--- src/tkl_pkg.sv ---
// Shared types and constants for the top-K lattice path search.
package tkl_pkg;
  localparam int MaxPos    = 32;
  localparam int KeepMax   = 4;
  localparam int ChoiceW   = 16;
  localparam int PosW      = 5;
  localparam int SlotW     = 2;
  localparam int SlotCntW  = 3;
  localparam int ScoreW    = 32;
  localparam int AddrW     = PosW + SlotW;
  localparam int LinkW     = SlotW + PosW + ChoiceW;
  localparam int StackW    = 5;

  localparam logic [1:0] FuncStart = 2'd0;
  localparam logic [1:0] FuncEdge  = 2'd1;
  localparam logic [1:0] FuncRead  = 2'd2;

  // Datapath commands issued by the controller
  typedef enum logic [3:0] {
    CMD_NONE,
    CMD_CLEAR,
    CMD_LOAD,
    CMD_SRC_RD,
    CMD_DST_RD,
    CMD_DST_SCAN,
    CMD_DST_WR,
    CMD_FIN_RD,
    CMD_FIN_PRE,
    CMD_FIN_SCAN,
    CMD_BT_RD,
    CMD_BT_STEP,
    CMD_EMIT
  } cmd_t;

  typedef struct packed {
    cmd_t                 cmd;
    logic [SlotW-1:0]     slot;
  } ctl_t;

  typedef struct packed {
    logic src_valid;
    logic edge_ok;
    logic found;
    logic bt_done;
    logic bt_bad;
    logic emit_last;
  } sts_t;
endpackage

--- src/tkl_ctrl.sv ---
// Sequencer for start, edge and read items.
module tkl_ctrl
  import tkl_pkg::*;
(
  input  logic                clk,
  input  logic                rst_n,
  input  logic                in_fire,
  input  logic [1:0]          func,
  input  logic [SlotCntW-1:0] keep_eff,
  input  sts_t                sts,
  input  logic                out_free,
  output logic                busy,
  output ctl_t                ctl,
  output logic                emit,
  output logic                emit_nopath,
  output logic                emit_last
);
  typedef enum logic [3:0] {
    S_IDLE, S_LOAD, S_SRC, S_FPRE, S_DRD, S_DSCAN, S_DWR,
    S_FRD, S_FSCAN, S_FCHK, S_BRD, S_BSTEP, S_EMIT, S_NOPATH
  } state_t;

  state_t           state_r, state_nxt;
  logic [1:0]       func_r, func_nxt;
  logic [SlotW-1:0] k_r, k_nxt, t_r, t_nxt;
  logic [SlotW-1:0] kmax;

  assign kmax = keep_eff[SlotW-1:0] - 1'b1;

  // Next state and commands
  always_comb begin
    state_nxt = state_r; func_nxt = func_r; k_nxt = k_r; t_nxt = t_r;
    ctl.cmd = CMD_NONE; ctl.slot = t_r;
    emit = 1'b0; emit_nopath = 1'b0; emit_last = 1'b0;
    case (state_r)
      S_IDLE: if (in_fire) begin
        func_nxt = func; state_nxt = S_LOAD;
      end
      S_LOAD: begin
        ctl.cmd = CMD_LOAD; k_nxt = '0; t_nxt = '0;
        case (func_r)
          FuncStart: begin ctl.cmd = CMD_CLEAR; state_nxt = S_IDLE; end
          FuncEdge:  state_nxt = S_SRC;
          FuncRead:  state_nxt = S_FRD;
          default:   state_nxt = S_IDLE;
        endcase
      end
      S_SRC: begin
        ctl.slot = k_r;
        if (!sts.edge_ok || !sts.src_valid) state_nxt = S_IDLE;
        else begin ctl.cmd = CMD_SRC_RD; state_nxt = S_DRD; t_nxt = '0; end
      end
      S_DRD: begin
        ctl.cmd = CMD_DST_RD; state_nxt = S_DSCAN;
      end
      S_DSCAN: begin
        ctl.cmd = CMD_DST_SCAN;
        if (t_r == kmax) state_nxt = S_DWR; else t_nxt = t_r + 1'b1;
      end
      S_DWR: begin
        ctl.cmd = CMD_DST_WR;
        if (k_r == kmax) state_nxt = S_IDLE;
        else begin k_nxt = k_r + 1'b1; state_nxt = S_SRC; end
      end
      S_FRD: begin
        ctl.cmd = CMD_FIN_RD; ctl.slot = k_r; t_nxt = '0; state_nxt = S_FPRE;
      end
      S_FPRE: begin
        ctl.cmd = CMD_FIN_PRE; state_nxt = S_FSCAN;
      end
      S_FSCAN: begin
        ctl.cmd = CMD_FIN_SCAN;
        if (t_r == kmax) state_nxt = S_FCHK; else t_nxt = t_r + 1'b1;
      end
      S_FCHK: begin
        if (sts.found) state_nxt = S_BRD;
        else if (k_r == kmax) state_nxt = S_NOPATH;
        else begin k_nxt = k_r + 1'b1; state_nxt = S_FRD; end
      end
      S_BRD: begin ctl.cmd = CMD_BT_RD; state_nxt = S_BSTEP; end
      S_BSTEP: begin
        ctl.cmd = CMD_BT_STEP;
        if (sts.bt_done) state_nxt = sts.bt_bad ? S_NOPATH : S_EMIT;
        else state_nxt = S_BRD;
      end
      S_EMIT: if (out_free) begin
        emit = 1'b1; emit_last = sts.emit_last; ctl.cmd = CMD_EMIT;
        if (sts.emit_last) state_nxt = S_IDLE;
      end
      S_NOPATH: if (out_free) begin
        emit = 1'b1; emit_nopath = 1'b1; emit_last = 1'b1; state_nxt = S_IDLE;
      end
      default: state_nxt = S_IDLE;
    endcase
  end

  // Hold state
  always_ff @(posedge clk) begin
    if (!rst_n) begin
      state_r <= S_IDLE; func_r <= '0; k_r <= '0; t_r <= '0;
    end else begin
      state_r <= state_nxt; func_r <= func_nxt; k_r <= k_nxt; t_r <= t_nxt;
    end
  end

  assign busy = state_r != S_IDLE;

  a_emit_free: assert property (@(posedge clk) disable iff (!rst_n) emit |-> out_free)
    else $error("emit without free output");
  a_last_idle: assert property (@(posedge clk) disable iff (!rst_n)
    emit && emit_last |=> state_r == S_IDLE) else $error("last not ending read");
  a_nopath_last: assert property (@(posedge clk) disable iff (!rst_n)
    emit_nopath |-> emit_last) else $error("no-path without last");
endmodule

--- config.mk ---
export PLATFORM = sky130hd
export DESIGN_NAME = tkl_ctrl
export DESIGN_NICKNAME = d
export VERILOG_FILES = /design/src/tkl_pkg.sv /design/src/tkl_ctrl.sv
export SDC_FILE = /design/constraint.sdc
export NUM_CORES = 1
export LEC_CHECK = 0
export ABC_CLOCK_PERIOD_IN_PS = 1950
export BUFFER_PORTS_ARGS = -buffer_cell sky130_fd_sc_hd__buf_2
export CORE_ASPECT_RATIO = 1.4
export CORE_UTILIZATION = 40
export CTS_CLUSTER_DIAMETER = 60
export DETAILED_ROUTE_END_ITERATION = 10
export GPL_TIMING_DRIVEN = 0
export PLACE_DENSITY = 0.73
export SYNTH_ARGS = -nofsm -noshare
export SYNTH_HDL_FRONTEND = slang
export SYNTH_SLANG_ARGS = --single-unit
--- constraint.sdc ---
create_clock -name clk -period 1.95 [get_ports clk]
set_clock_uncertainty 0.05 [all_clocks]
set_input_delay 0.0975 -clock clk [delete_from_list [all_inputs] [get_ports clk]]
set_output_delay 0.0975 -clock clk [all_outputs]
set_load 0.1 [all_outputs]
==> results_dict.tcl <==
set metrics [dict create \
    clockBufferDepth 2 \
    setup_tns_ns 0 \
    n_antenna_cell 0 \
    drc 0 \
    grt_overflow 0 \
    cp_cell_sequence "buf_4 -> buf_4 -> buf_6 -> o31a_1 -> o21ai_2 -> buf_12" \
    end_kind "output port" \
    synthCells 152 \
    crit_family "buffers and inverters" \
    max-slew-margin-rel_pct 68.1 \
    layoutNonFillerInstCount 213 \
    drive_gt1_share_pct 32.4 \
    synth_commonest_cells "nand2_1 (18), nor2_1 (13), a21oi_1 (12), o21ai_0 (12), dfxtp_1 (10)" \
    fillers 249 \
    die_h_um 63.1 \
    synth.avg_cell_area_um2 7.02 \
    synth_xor_area_share_pct 2.34 \
    ys_ff_latch 10 \
    clock_sinks 10 \
    ant_nets 0 \
    worstMarginPinSlew_ns 0.482 \
    first_iter_violations 47 \
    core_um2 2470 \
    synth-simple-area-share_pct 33.4 \
    cts_hold_buf 0 \
    cpMostUsedCell "buf_4" \
    async_flop_share_pct 0 \
    start_kind "flip-flop" \
    cts_tree "yes" \
    hpwl_um 2250 \
    seq_area_um2 203 \
    synth_top_family_by_area "simple AND/OR/NAND/NOR gates" \
    grt_usage_pct 23.2 \
    grt_pass1_wl_um 5110 \
    status "finished, final reports clean" \
    critical_path_buf_inv_count 4 \
    first_pass_iters 4 \
    clk_latency_ns 0.28 \
    max_freq_ghz 0.526 \
    areaGrowthSynthToFinish_pct 34.7 \
    cts_root_buf "clkbuf_4" \
    fin_area_um2 1440 \
    crit_type "reg2out" \
    finalCriticalPeriod_ns 1.90 \
    rsz0062_at_grt "false" \
    placedCellCount 209 \
    cp.required_ns 1.80 \
    fin_crit_sh_pct 97.5 \
    r2r_setup_slack_ns 0.20 \
    cap_violations 0 \
    place_area_um2 1280 \
    viasPerCell 5.71 \
    powerDensity_nw_per_um2 859 \
    synth_top_area_share_pct 18.8 \
    via_count 1217 \
    post_cts_buffers 0 \
    cts_made_buffers 3 \
    netlist_top_cells_area "dfxtp_1 (19%), nand2_1 (6.3%), a21oi_1 (5.6%), o21ai_0 (5.6%), nor2_1 (4.6%)" \
    wl_per_cell_um 14.3 \
    synth-compound-area-share_pct 27.5 \
    dieArea_um2 2880 \
    syn_area_um2 1070 \
    port-buffer-count 23 \
    hold_violations 0 \
    antenna_found_initial 0 \
    crit_arrival_ns 1.75 \
    muxShareOfSynthArea_pct 8.56 \
    fin_nets 197 \
    grt_pass1_vias 1161 \
    power_leakage_nw 0.571 \
    hold_ws_ns 0.0230 \
    multiInputGateArea_um2 876 \
    slew_violations 0 \
    htree_levels 1 \
    synth_edf_count 0 \
    cp_max_fo 10 \
    synth_flop_cell "dfxtp_1" \
    hold_class "in2reg" \
    clk_pin_slew_ns 0.07 \
    globalplace.congestion 0.910 \
    finalSetupViolations 0 \
    ys_seq_area_share_pct 18.8 \
    initial_utilization_pct 43.2 \
    synth-adder-area-share_pct 2.34 \
    slowest_stage "dfxtp_1" \
    routed_wl_um 3050 \
    ios 25 \
    synth_area_leader_cell "dfxtp_1" \
    grt_max_degree 11 \
    fp.dieW_um 45.7 \
    row_count 21 \
    max_stage_delay_ns 0.30 \
    synth_warnings 0 \
    synth_cell_type_count 48 \
    peakVddDrop_v 0.000548 \
    synth.most_common_cell "nand2_1" \
    synthesis.nets 169 \
]
worst reg2reg max path: cells and delay by family (launching register included):
| kind | cells | cell delay [ns] |
|---|---|---|
| flops | 1 | 0.31 |
| buf+inv | 1 | 0.17 |
| compound gates | 4 | 0.71 |
| simple gates | 1 | 0.39 |
sequential cells by signal, indices dropped and copies added (netlist names):
register  cells
t_r           2
k_r           2
func_r        2
state_r       4
cells in the final DEF (no fill, tap or decap), types with 2 or more instances in the layout:
| cell | Yosys | routed |
|---|---|---|
| a211oi_1 | 2 | 2 |
| a21oi_1 | 12 | 12 |
| and3b_1 | 2 | 2 |
| buf_2 | 6 | 15 |
| buf_4 | 1 | 8 |
| buf_6 | 0 | 3 |
| buf_8 | 0 | 3 |
| clkbuf_4 | 0 | 5 |
| dfxtp_1 | 10 | 8 |
| dfxtp_2 | 0 | 2 |
| ha_1 | 2 | 2 |
| inv_1 | 6 | 6 |
| mux2_4 | 0 | 2 |
| mux2i_1 | 3 | 3 |
| mux2i_2 | 2 | 2 |
| nand2_1 | 18 | 17 |
| nand2b_1 | 6 | 5 |
| nand3_1 | 5 | 5 |
| nand3b_1 | 3 | 3 |
| nor2_1 | 13 | 11 |
| nor2_4 | 0 | 2 |
| nor2b_1 | 6 | 6 |
| nor3_1 | 3 | 2 |
| o211ai_1 | 3 | 3 |
| o21ai_0 | 12 | 8 |
| o21ai_1 | 1 | 2 |
| o21ai_2 | 1 | 3 |
| or2b_1 | 2 | 2 |
| or3_1 | 2 | 2 |
| or3b_1 | 2 | 2 |
cell type report:
class | count | area share, %
Multi-Input combinational cell | 125 | 60.9
Sequential cell | 10 | 14.1
Timing Repair Buffer | 23 | 12.5
Buffer | 10 | 5.13
Tap cell | 34 | 2.96
Clock buffer | 4 | 2.52
Inverter | 7 | 1.83
timing repair:
action,CTS,global route
gates resized for setup,20,21
endpoints found under the setup margin,9,10
pin swaps,1,2
report_power, final:
group / internal (mW) / switching (mW)
Sequential: 0.227 / 0.0169
Clock: 0.114 / 0.0830
Combinational: 0.250 / 0.546
Total: 0.590 / 0.645
logic make-up after synthesis:
kind of cell | count (synthesis)
muxes | 8
buffers and inverters | 17
xor gates and xnor gates | 2
AOI/OAI and AO/OA | 46
and+or+nand+nor | 67
adders and majority gates | 2
DFF | 10
metrics by stage:
step                util [%]  worst slack, ns  power, mW
floorplan                  -           -0.111      0.820
global placement        51.7           0.0150      0.941
detailed placement      51.7          -0.0189      0.950
CTS                     55.6          0.00278       1.18
global route            58.2          0.00317       1.30
finish                  58.2           0.0487       1.24
final timing paths:
check,from,to,depth (start not counted)
setup / recovery,state_r[3],ctl[3],6
hold / removal,func[0],func_r[0],3
setup reg to reg,state_r[3],state_r[3],6
hold reg to reg,func_r[0],func_r[0],2
routing by layer:
| metal | up-vias | routed length (µm) | share of wire, % | track usage, % |
|---|---|---|---|---|
| li1 | 604 | - | - | - |
| met1 | 547 | 1230 | 40 | 29.0 |
| met2 | 55 | 1560 | 51 | 35.7 |
| met3 | 11 | 161 | 5.3 | 2.87 |
| met4 | 0 | 96 | 3.1 | 15.2 |
| met5 | - | 0 | 0 | 0 |
(Power assumes the default switching activity.)
